[config.mk]
export PLATFORM = sky130hd
export DESIGN_NAME = integer_to_ascii_formatter_unit
export DESIGN_NICKNAME = d
export VERILOG_FILES = /design/src/hw/rtl/itaf_pkg.sv /design/src/hw/rtl/integer_to_ascii_formatter_unit.sv /design/src/hw/rtl/itaf_ctrl.sv /design/src/hw/rtl/itaf_datapath.sv
export SDC_FILE = /design/constraint.sdc
export NUM_CORES = 1
export LEC_CHECK = 0
export BUFFER_PORTS_ARGS = -buffer_cell sky130_fd_sc_hd__buf_2
export CORE_MARGIN = 2
export CORE_UTILIZATION = 55
export CTS_BUF_LIST = sky130_fd_sc_hd__clkbuf_8
export CTS_CLUSTER_DIAMETER = 60
export CTS_CLUSTER_SIZE = 16
export DETAILED_ROUTE_END_ITERATION = 6
export HOLD_SLACK_MARGIN = 0.08
export PLACE_DENSITY = 0.77
export SLEW_MARGIN = 10
export SYNTH_ARGS = -nofsm -noshare
export SYNTH_HDL_FRONTEND = slang
export SYNTH_SLANG_ARGS = --single-unit
[constraint.sdc]
create_clock -name clk_i -period 9.95 [get_ports clk_i]
set_input_delay 1.99 -clock clk_i [delete_from_list [all_inputs] [get_ports clk_i]]
set_output_delay 1.99 -clock clk_i [all_outputs]
set_load 0.005 [all_outputs]
[src/hw/rtl/itaf_pkg.sv]
package itaf_pkg;

  localparam int unsigned InTdataW  = 40;
  localparam int unsigned OutTdataW = 8;
  localparam int unsigned KindW     = 3;
  localparam int unsigned ValueW    = 32;
  localparam int unsigned CharW     = 8;
  localparam int unsigned BufDepth  = 11;
  localparam int unsigned CntW      = 4;

  localparam logic [KindW-1:0] KIND_CHAR = 3'd0;
  localparam logic [KindW-1:0] KIND_UDEC = 3'd1;
  localparam logic [KindW-1:0] KIND_SDEC = 3'd2;
  localparam logic [KindW-1:0] KIND_OCT  = 3'd3;
  localparam logic [KindW-1:0] KIND_HEX  = 3'd4;

  // ceil(2^35 / 10): exact divide by ten for every 32-bit value
  localparam logic [ValueW-1:0] RECIP10 = 32'hCCCC_CCCD;

  localparam logic [15:0][CharW-1:0] DIGIT_SET  = "FEDCBA9876543210";
  localparam logic [4:0][CharW-1:0]  HELLO_TEXT = "ollEH";
  localparam logic [CharW-1:0]       MINUS_CHAR = 8'h2D;

  typedef struct packed {
    logic load;
    logic mul;
    logic dig;
    logic emit;
  } dp_cmd_t;

  typedef struct packed {
    logic start_digits;
    logic conv_done;
    logic out_free;
    logic emit_last;
  } dp_status_t;

endpackage

[src/hw/rtl/integer_to_ascii_formatter_unit.sv]
// Integer to ASCII formatter.
// Slave stream: one request per transfer, tdata = {pad, value[31:0], kind[2:0]}.
//   kind: 0 char, 1 unsigned dec, 2 signed dec, 3 octal, 4 upper hex, else "HEllo".
// Master stream: one ASCII character per transfer in tdata[7:0], most significant
//   digit first; tlast marks the final character of the request (1 to 11 chars).
// Requests are handled one at a time; tready is high only while idle.
// Digit kinds form each digit in a quotient step (reciprocal multiply for
//   divide by ten, registered), then a remainder step.
// The first character is registered in the emit state, which follows the digit
//   loop (and follows accept directly for char and unknown kinds).
// A single output register sits on the master side; a new request is accepted
//   while the final character still waits there. When the receiver stalls,
//   emission pauses and the held character stays stable.
// Reset clears the controller and the output valid; no request or character
//   is in flight afterwards.
module integer_to_ascii_formatter_unit (
  input  logic                            clk_i,
  input  logic                            rst_ni,
  input  logic                            s_axis_tvalid_i,
  output logic                            s_axis_tready_o,
  input  logic [itaf_pkg::InTdataW-1:0]   s_axis_tdata_i,  // kind[2:0], value[34:3], zero
  output logic                            m_axis_tvalid_o,
  input  logic                            m_axis_tready_i,
  output logic [itaf_pkg::OutTdataW-1:0]  m_axis_tdata_o,  // text_char[7:0]
  output logic                            m_axis_tlast_o
);

  itaf_pkg::dp_cmd_t    cmd;
  itaf_pkg::dp_status_t status;

  itaf_ctrl u_ctrl (
    .clk_i           (clk_i),
    .rst_ni          (rst_ni),
    .s_axis_tvalid_i (s_axis_tvalid_i),
    .s_axis_tready_o (s_axis_tready_o),
    .status_i        (status),
    .cmd_o           (cmd)
  );

  itaf_datapath u_dp (
    .clk_i           (clk_i),
    .rst_ni          (rst_ni),
    .s_axis_tdata_i  (s_axis_tdata_i),
    .cmd_i           (cmd),
    .status_o        (status),
    .m_axis_tvalid_o (m_axis_tvalid_o),
    .m_axis_tready_i (m_axis_tready_i),
    .m_axis_tdata_o  (m_axis_tdata_o),
    .m_axis_tlast_o  (m_axis_tlast_o)
  );

endmodule

[src/hw/rtl/itaf_ctrl.sv]
module itaf_ctrl (
  input  logic                 clk_i,
  input  logic                 rst_ni,
  input  logic                 s_axis_tvalid_i,
  output logic                 s_axis_tready_o,
  input  itaf_pkg::dp_status_t status_i,
  output itaf_pkg::dp_cmd_t    cmd_o
);

  localparam logic [1:0] ST_IDLE = 2'd0;
  localparam logic [1:0] ST_MUL  = 2'd1;
  localparam logic [1:0] ST_DIG  = 2'd2;
  localparam logic [1:0] ST_EMIT = 2'd3;

  logic [1:0] state_q, state_d;

  always_comb begin
    state_d         = state_q;
    cmd_o           = '0;
    s_axis_tready_o = 1'b0;
    case (state_q)
      ST_IDLE: begin
        s_axis_tready_o = 1'b1;
        if (s_axis_tvalid_i) begin
          cmd_o.load = 1'b1;
          state_d    = status_i.start_digits ? ST_MUL : ST_EMIT;
        end
      end
      ST_MUL: begin
        cmd_o.mul = 1'b1;
        state_d   = ST_DIG;
      end
      ST_DIG: begin
        cmd_o.dig = 1'b1;
        state_d   = status_i.conv_done ? ST_EMIT : ST_MUL;
      end
      ST_EMIT: begin
        if (status_i.out_free) begin
          cmd_o.emit = 1'b1;
          if (status_i.emit_last) begin
            state_d = ST_IDLE;
          end
        end
      end
      default: begin
        state_d = ST_IDLE;
      end
    endcase
  end

  always_ff @(posedge clk_i or negedge rst_ni) begin
    if (!rst_ni) begin
      state_q <= ST_IDLE;
    end else begin
      state_q <= state_d;
    end
  end

endmodule

[src/hw/rtl/itaf_datapath.sv]
module itaf_datapath (
  input  logic                             clk_i,
  input  logic                             rst_ni,
  input  logic [itaf_pkg::InTdataW-1:0]    s_axis_tdata_i,
  input  itaf_pkg::dp_cmd_t                cmd_i,
  output itaf_pkg::dp_status_t             status_o,
  output logic                             m_axis_tvalid_o,
  input  logic                             m_axis_tready_i,
  output logic [itaf_pkg::OutTdataW-1:0]   m_axis_tdata_o,
  output logic                             m_axis_tlast_o
);

  logic [itaf_pkg::KindW-1:0]  in_kind;
  logic [itaf_pkg::ValueW-1:0] in_value;
  logic                        in_neg;

  logic [itaf_pkg::KindW-1:0]  kind_q;
  logic [itaf_pkg::ValueW-1:0] val_q;
  logic [itaf_pkg::ValueW-1:0] quo_q;
  logic                        neg_q;
  logic [itaf_pkg::CntW-1:0]   cnt_q;
  logic [itaf_pkg::CharW-1:0]  buf_q [itaf_pkg::BufDepth];

  logic [itaf_pkg::CharW-1:0]  out_data_q;
  logic                        out_last_q;
  logic                        out_valid_q;

  logic [2*itaf_pkg::ValueW-1:0] prod;
  logic [itaf_pkg::ValueW-1:0]   quo_d;
  logic [itaf_pkg::ValueW-1:0]   quo_times_radix;
  logic [itaf_pkg::ValueW-1:0]   rem_full;
  logic [itaf_pkg::CharW-1:0]    digit_char;
  logic [itaf_pkg::CntW-1:0]     cnt_m1;
  logic                          is_digits;
  logic [itaf_pkg::CharW-1:0]    emit_char;
  logic                          emit_last;

  assign in_kind  = s_axis_tdata_i[itaf_pkg::KindW-1:0];
  assign in_value = s_axis_tdata_i[itaf_pkg::KindW +: itaf_pkg::ValueW];
  assign in_neg   = (in_kind == itaf_pkg::KIND_SDEC) && in_value[itaf_pkg::ValueW-1];

  assign prod = {{itaf_pkg::ValueW{1'b0}}, val_q} *
                {{itaf_pkg::ValueW{1'b0}}, itaf_pkg::RECIP10};

  always_comb begin
    case (kind_q)
      itaf_pkg::KIND_OCT: begin
        quo_d           = val_q >> 3;
        quo_times_radix = quo_q << 3;
      end
      itaf_pkg::KIND_HEX: begin
        quo_d           = val_q >> 4;
        quo_times_radix = quo_q << 4;
      end
      default: begin
        quo_d           = {3'b000, prod[2*itaf_pkg::ValueW-1:35]};
        quo_times_radix = (quo_q << 3) + (quo_q << 1);
      end
    endcase
  end

  assign rem_full   = val_q - quo_times_radix;
  assign digit_char = itaf_pkg::DIGIT_SET[rem_full[3:0]];
  assign cnt_m1     = cnt_q - 4'd1;

  assign is_digits = (kind_q == itaf_pkg::KIND_UDEC) || (kind_q == itaf_pkg::KIND_SDEC) ||
                     (kind_q == itaf_pkg::KIND_OCT)  || (kind_q == itaf_pkg::KIND_HEX);

  always_comb begin
    if (kind_q == itaf_pkg::KIND_CHAR) begin
      emit_char = val_q[itaf_pkg::CharW-1:0];
      emit_last = 1'b1;
    end else if (is_digits) begin
      emit_char = neg_q ? itaf_pkg::MINUS_CHAR : buf_q[cnt_m1];
      emit_last = !neg_q && (cnt_q == 4'd1);
    end else begin
      emit_char = itaf_pkg::HELLO_TEXT[cnt_q[2:0]];
      emit_last = (cnt_q == 4'd4);
    end
  end

  assign status_o.start_digits = (in_kind == itaf_pkg::KIND_UDEC) ||
                                 (in_kind == itaf_pkg::KIND_SDEC) ||
                                 (in_kind == itaf_pkg::KIND_OCT)  ||
                                 (in_kind == itaf_pkg::KIND_HEX);
  assign status_o.conv_done    = (quo_q == '0);
  assign status_o.out_free     = !out_valid_q || m_axis_tready_i;
  assign status_o.emit_last    = emit_last;

  always_ff @(posedge clk_i) begin
    if (cmd_i.load) begin
      kind_q <= in_kind;
      val_q  <= in_neg ? (32'd0 - in_value) : in_value;
    end else if (cmd_i.dig) begin
      val_q <= quo_q;
    end
    if (cmd_i.mul) begin
      quo_q <= quo_d;
    end
    if (cmd_i.dig) begin
      buf_q[cnt_q] <= digit_char;
    end
    if (cmd_i.emit) begin
      out_data_q <= emit_char;
      out_last_q <= emit_last;
    end
  end

  always_ff @(posedge clk_i or negedge rst_ni) begin
    if (!rst_ni) begin
      neg_q       <= 1'b0;
      cnt_q       <= '0;
      out_valid_q <= 1'b0;
    end else begin
      if (cmd_i.load) begin
        neg_q <= in_neg;
        cnt_q <= '0;
      end else if (cmd_i.dig) begin
        cnt_q <= cnt_q + 4'd1;
      end else if (cmd_i.emit) begin
        if (is_digits && neg_q) begin
          neg_q <= 1'b0;
        end else if (is_digits) begin
          cnt_q <= cnt_m1;
        end else begin
          cnt_q <= cnt_q + 4'd1;
        end
      end
      if (cmd_i.emit) begin
        out_valid_q <= 1'b1;
      end else if (m_axis_tready_i) begin
        out_valid_q <= 1'b0;
      end
    end
  end

  assign m_axis_tvalid_o = out_valid_q;
  assign m_axis_tdata_o  = out_data_q;
  assign m_axis_tlast_o  = out_last_q;

endmodule

==> flow_summary.toml, run 1 <==
[setup_path]
worstReg2RegStart = "u_dp.val_q[19]$_DFFE_PP_"
slowest_delay_ns = 0.69
critPathRequiredTime_ns = 10.17
cpMostUsedCell = "fa_1"
cp-start-kind = "flip-flop"
endpoint_kind = "flip-flop"
crit_type = "flip-flop to flip-flop"
startpoint = "u_dp.val_q[19]$_DFFE_PP_"
cp.arrival_ns = 8.44
path_cells = "ha_1, inv_1, fa_1, inv_1, fa_1, inv_1, fa_1, inv_1, fa_1, fa_1, fa_1, inv_1, fa_1, inv_1, ha_1, and4_1, and3_1, nand2_1, or3_1, o21ai_2, a21oi_1, o21ai_1, mux2i_1, nand2_1"
cp_max_fo = 7
ff2ff_path_depth = 24
slowest_stage = "edfxtp_1"

[global_routing]
antenna_found_initial = 0
grtUsageMet2_pct = 48.8
top_usage_layer = "met2"
grt_util_met1_pct = 40.1
grt_pass1_vias = 17566
grt_pass1_wl_um = 101000
grt_util_all_layers_pct = 30.2
grt_overflow = 0
grt_start_max_net_pins = 63
grt.met3_usage_pct = 5.57

[flow_run]
maxCapViolCount = 0

[routing]
first_pass_iters = 6
vias = 16672
routed_wl_um = 64900
viasPerCell = 5.68
antenna_left = 0
drt_iter0_markers = 1231
drc = 0
wl_per_cell_um = 22.1

[layout]
layout_common_cells = "inv_1 (568), fa_1 (387), ha_1 (357)"
nets = 3127
area_growth_syn_to_layout_pct = 5.06
drive_gt1_share_pct = 5.65
antenna_cells = 0
finalNonFillerCells = 2937
final_common_cell = "inv_1"

[timing]
max_freq_mhz = 122
finalMaxSlewViolations = 0
finalCriticalPeriod_ns = 8.23
slew_headroom_pct = 28.5
clock-skew-final_ns = 0.00937
setup_viol = 0
hold_violations = 0
tightestPinTransition_ns = 1.06
tns_ns = 0
period_share_pct = 82.7
rsz0062_at_grt = "no"

[placed_design]
portBuffers = 49
gp_congestion = 0.990
hpwlAfterDp_um = 56100
placed_cells = 2905

[cts]
root_buffer = "clkbuf_8"
h-tree-depth = 4
clock_sinks = 147
insertion_delay_ns = 0.47
clk_pin_slew_ns = 0.09
post_cts.repair.setup_buffers = 0
cts_resized = 0
cts_made_buffers = 17
clockBufferDepth = 2
hold_buffers = 0
cts_tree = "yes"

[synth]
netlist_top_cells_area = "fa_1 (32%), ha_1 (19%), edfxtp_1 (17%), inv_1 (8.8%), xnor2_1 (2.1%)"
ys_ff_latch = 147
synth_nets = 3099
yosysWarnings = 0
syn_area_sq_um = 24100
ys.flop_type = "edfxtp_1"
syn_avg_cell_area_sq_um = 10.4
yosys.area.top_type = "fa_1"
synth_edf_count = 139
netlist_instances = 2311
synth.top_cell.area_share_pct = 32.2
synthArstFlopShare_pct = 5.44
synthDistinctLibCells = 70
ys_seq_area_share_pct = 18.2

[floorplan]
dieHeight_um = 213
dieArea_sq_um = 45400
row_count = 76
core_sq_um = 43100
die_w_um = 213
start_util_pct = 55.8
ioPinCount = 55

[worst_hold_path]
min_path_type = "flip-flop to flip-flop"
worstHoldPathCells = 2
hp-start = "u_dp.m_axis_tvalid_o$_DFFE_PN0P_"

[status]
status = "finished clean"
==> worst max-delay path, delay by kind of cell, from the launching register on <==
family	cells	cell delay (ns)
multiplexers	1	0.28
flip-flops	1	0.69
buffers and inverters	6	0.47
AND/OR/NAND/NOR	5	1.09
AO/OA/AOI/OAI	3	0.91
adder cells (fa/ha/maj)	9	4.53
==> registers in the layout, summed over array words and instances (netlist names) <==
signal,cells
u_dp.m_axis_tvalid_o,1
u_dp.neg_q,1
u_dp.quo_q,29
u_dp.m_axis_tlast_o,1
u_dp.kind_q,3
u_dp.m_axis_tdata_o,8
u_dp.cnt_q,4
u_ctrl.state_q,2
u_dp.val_q,32
u_dp.buf_q,66
==> through the flow <==
step	utilization (%)	area, sq um	worst slack [ns]	hold WS [ns]
finish	58.7	25300	1.72	0.531
global route	58.7	25300	1.41	0.561
CTS	58.7	25300	1.86	0.535
detailed placement	57.9	24900	1.87	0.511
global placement	57.9	24900	2.07	0.494
floorplan	-	24100	3.10	0.502
==> synth_stat cells (10+ instances only) <==
cell type	instances
ha_1	357
o21ai_0	86
edfxtp_1	139
and2_1	21
a22oi_1	27
clkbuf_1	47
nand4_1	14
nor4_1	10
nand3_1	22
mux2i_1	14
a21oi_1	83
xnor2_1	58
nor2_1	66
xor2_1	53
a21o_1	38
inv_1	566
nand2_1	119
a31oi_1	16
o21ai_1	24
nor3_1	14
and3_1	13
fa_1	387
mux4_2	12
nor2b_1	10
==> metal layers <==
layer  vias up  part of all wire [%]
li1       7556                     -
met4         0                   4.9
met5         -                     0
met2       611                    48
met3       122                   7.2
met1      8383                    40
==> cell type report <==
| type | instances | area, sq um |
|---|---|---|
| well taps | 585 | 732 |
| flip-flops and latches | 147 | 4370 |
| repair buffers | 59 | 320 |
| multi-input cells | 1548 | 17400 |
| fillers | 3644 | 17800 |
| inverters | 566 | 2120 |
| clock buffers | 17 | 234 |
| clock inverters | 15 | 108 |
==> logic make-up (layout without fill, tap and decap cells) <==
logic type                 count (synthesis)  in the layout  synth area share [%]
AOI/OAI and AO/OA                        337            337                  8.82
and+or+nand+nor                          329            329                  6.79
xor gates and xnor gates                 111            111                  4.04
adders and majority gates                744            744                  50.8
buffers and inverters                    616            657                  9.63
DFF                                      147            147                  18.2
muxes                                     27             27                  1.75
==> worst paths after layout <==
path / slack [ns] / endpoint
max reg2reg: 1.72 / u_dp.quo_q[21]$_DFFE_PP_
min: 0.53 / u_dp.m_axis_tvalid_o$_DFFE_PN0P_
max: 1.72 / u_dp.quo_q[21]$_DFFE_PP_
min reg2reg: 0.53 / u_dp.m_axis_tvalid_o$_DFFE_PN0P_
min in group asynchronous: 1.35 / u_dp.m_axis_tvalid_o$_DFFE_PN0P_
max in group asynchronous: 8.43 / u_ctrl.state_q[0]$_DFFE_PN0P_
Power of run 1 is not shown: default switching activity piles up to over one toggle a cycle in this logic, so the estimate is an artifact.
==> run 2, diff against run 1 <==
==> constraint.sdc (replaced) <==
create_clock -name clk_i -period 7.8 [get_ports clk_i]
set_input_delay 1.56 -clock clk_i [delete_from_list [all_inputs] [get_ports clk_i]]
set_output_delay 1.56 -clock clk_i [all_outputs]
set_load 0.005 [all_outputs]
==> flow_summary.toml, run 2 (synthesized netlist as in run 1, its figures left out) <==
[timing]
finalCriticalPeriod_ns = 7.63
fin_ws_ns = 0.170
setup_viol = 0
slew_headroom_pct = 25.9
clock-skew-final_ns = 0.0152
hold_violations = 0
max_freq_mhz = 131
tightestPinTransition_ns = 1.11
finalMaxSlewViolations = 0
period_share_pct = 97.8

[floorplan]
core_sq_um = 43100
start_util_pct = 55.8
ioPinCount = 55
die_w_um = 213
dieHeight_um = 213
row_count = 76
dieArea_sq_um = 45400

[routing]
antenna_left = 0
drt_iter0_markers = 1545
wl_per_cell_um = 21.7
vias = 17327
routed_wl_um = 66000
first_pass_iters = 6
viasPerCell = 5.70
drc = 0

[setup_path]
cp-start-kind = "flip-flop"
worstReg2RegStart = "u_dp.val_q[2]$_DFFE_PP_"
path_cells = "buf_4, ha_1, xor2_1, a21o_1, fa_1, fa_1, fa_1, fa_1, fa_1, inv_1, fa_1, inv_1, ha_1, and4_1, and3_1, nand4_1, a311oi_2, nor3_2, buf_4, a21oi_4, a211oi_1, a211oi_2, xnor2_1, o21ai_1"
slowest_delay_ns = 0.58
reg2reg_slack_ns = 0.17
reg2reg_to = "u_dp.quo_q[25]$_DFFE_PP_"
cp_max_fo = 8
endpoint_kind = "flip-flop"
cp.arrival_ns = 7.84
ff2ff_path_depth = 24
slowest_stage = "fa_1"
cpMostUsedCell = "fa_1"
crit_type = "flip-flop to flip-flop"
critPathRequiredTime_ns = 8.01

[cts]
cts_made_buffers = 17
clockBufferDepth = 2
h-tree-depth = 4
clk_pin_slew_ns = 0.09
root_buffer = "clkbuf_8"
clock_sinks = 147
insertion_delay_ns = 0.47
cts_tree = "yes"

[global_routing]
antenna_found_initial = 0
grt_overflow = 0
grt_pass1_vias = 17847
grt_pass1_wl_um = 101000
grt_util_all_layers_pct = 30.4
grt_start_max_net_pins = 63

[layout]
antenna_cells = 0
area_growth_syn_to_layout_pct = 8.47
largestRegisters = "u_dp.buf_q: 66 flops, u_dp.val_q: 32 flops, u_dp.quo_q: 29 flops"
layout_common_cells = "inv_1 (566), fa_1 (387), ha_1 (355)"
top_register = "u_dp.buf_q"
nets = 3231
drive_gt1_share_pct = 9.98
largest_reg_flops = 66
final_common_cell = "inv_1"

[worst_hold_path]
hp-start = "u_dp.m_axis_tvalid_o$_DFFE_PN0P_"
min_to = "u_dp.m_axis_tvalid_o$_DFFE_PN0P_"
worstHoldPathCells = 2
min_path_type = "flip-flop to flip-flop"

[status]
status = "finished clean"

[placed_design]
hpwlAfterDp_um = 58300
portBuffers = 49
dp_slack_ns = 0.161
gp_congestion = 1.04

[flow_run]
maxCapViolCount = 0
==> run 2: cell types whose count changed in the layout (fill, tap and decap cells not counted), sizes merged <==
cell | before | now
clkinvlp | 4 | 1
clkinv | 4 | 7
buf | 59 | 163
==> run 2: area by class of cell <==
class	instances	area, sq um
Tap cell	585	732
Clock inverter	15	124
Clock buffer	17	234
Inverter	566	2120
Timing Repair Buffer	163	1100
Fill cell	3545	17000
Multi-Input combinational cell	1548	17400
Sequential cell	147	4370
==> run 2: critical path, delay by kind of cell, from the launching register on <==
kind | cells | cell delay [ns]
adders and majority gates | 8 | 3.80
AOI/OAI and AO/OA | 6 | 1.33
and+or+nand+nor | 4 | 0.73
buffers and inverters | 4 | 0.51
xor gates and xnor gates | 2 | 0.50
DFF | 1 | 0.48
==> run 2: how the worst max path moves through the flow <==
| stage | start | end | slack, ns | depth (start not counted) |
|---|---|---|---|---|
| 6_report | u_dp.val_q[2]$_DFFE_PP_ | u_dp.quo_q[25]$_DFFE_PP_ | 0.17 | 24 |
| 5_1_grt | u_dp.val_q[12]$_DFFE_PP_ | u_dp.quo_q[25]$_DFFE_PP_ | -0.05 | 26 |
| 4_1_cts | u_dp.val_q[17]$_DFFE_PP_ | u_dp.quo_q[21]$_DFFE_PP_ | 0.14 | 24 |
| 3_5_place_dp | u_dp.val_q[17]$_DFFE_PP_ | u_dp.quo_q[21]$_DFFE_PP_ | 0.16 | 24 |
| 3_3_place_gp | u_dp.val_q[17]$_DFFE_PP_ | u_dp.quo_q[21]$_DFFE_PP_ | 0.27 | 24 |
| 2_1_floorplan | u_dp.val_q[19]$_DFFE_PP_ | u_dp.quo_q[24]$_DFFE_PP_ | 0.95 | 25 |
==> run 2: metal layers <==
| metal | vias to the layer above | GRT usage [%] | wire, um |
|---|---|---|---|
| li1 | 7754 | - | - |
| met2 | 747 | 49.7 | 31500 |
| met3 | 164 | 5.02 | 4980 |
| met5 | - | 0 | 0 |
| met1 | 8662 | 40.0 | 25900 |
| met4 | 0 | 13.5 | 3620 |
==> run 2: what timing repair did <==
action | CTS | global route
hold buffers | 0 | 0
setup endpoints to repair | 0 | 13
gates resized for setup | 0 | 5
hold endpoints to repair | 0 | 0
setup buffers | 0 | 8
==> run 2: per-stage QoR <==
step	hold slack [ns]	util (%)	instances	cell area [sq um]	TNS [ns]
finish	0.509	60.6	3041	26100	0
global route	0.550	60.6	3041	26100	-0.183
CTS	0.514	60.4	3033	26000	0
detailed placement	0.497	59.5	3001	25600	0
global placement	0.495	59.5	3001	25600	0
floorplan	0.502	-	2311	24100	0
Power of run 2 is left out for the same reason.
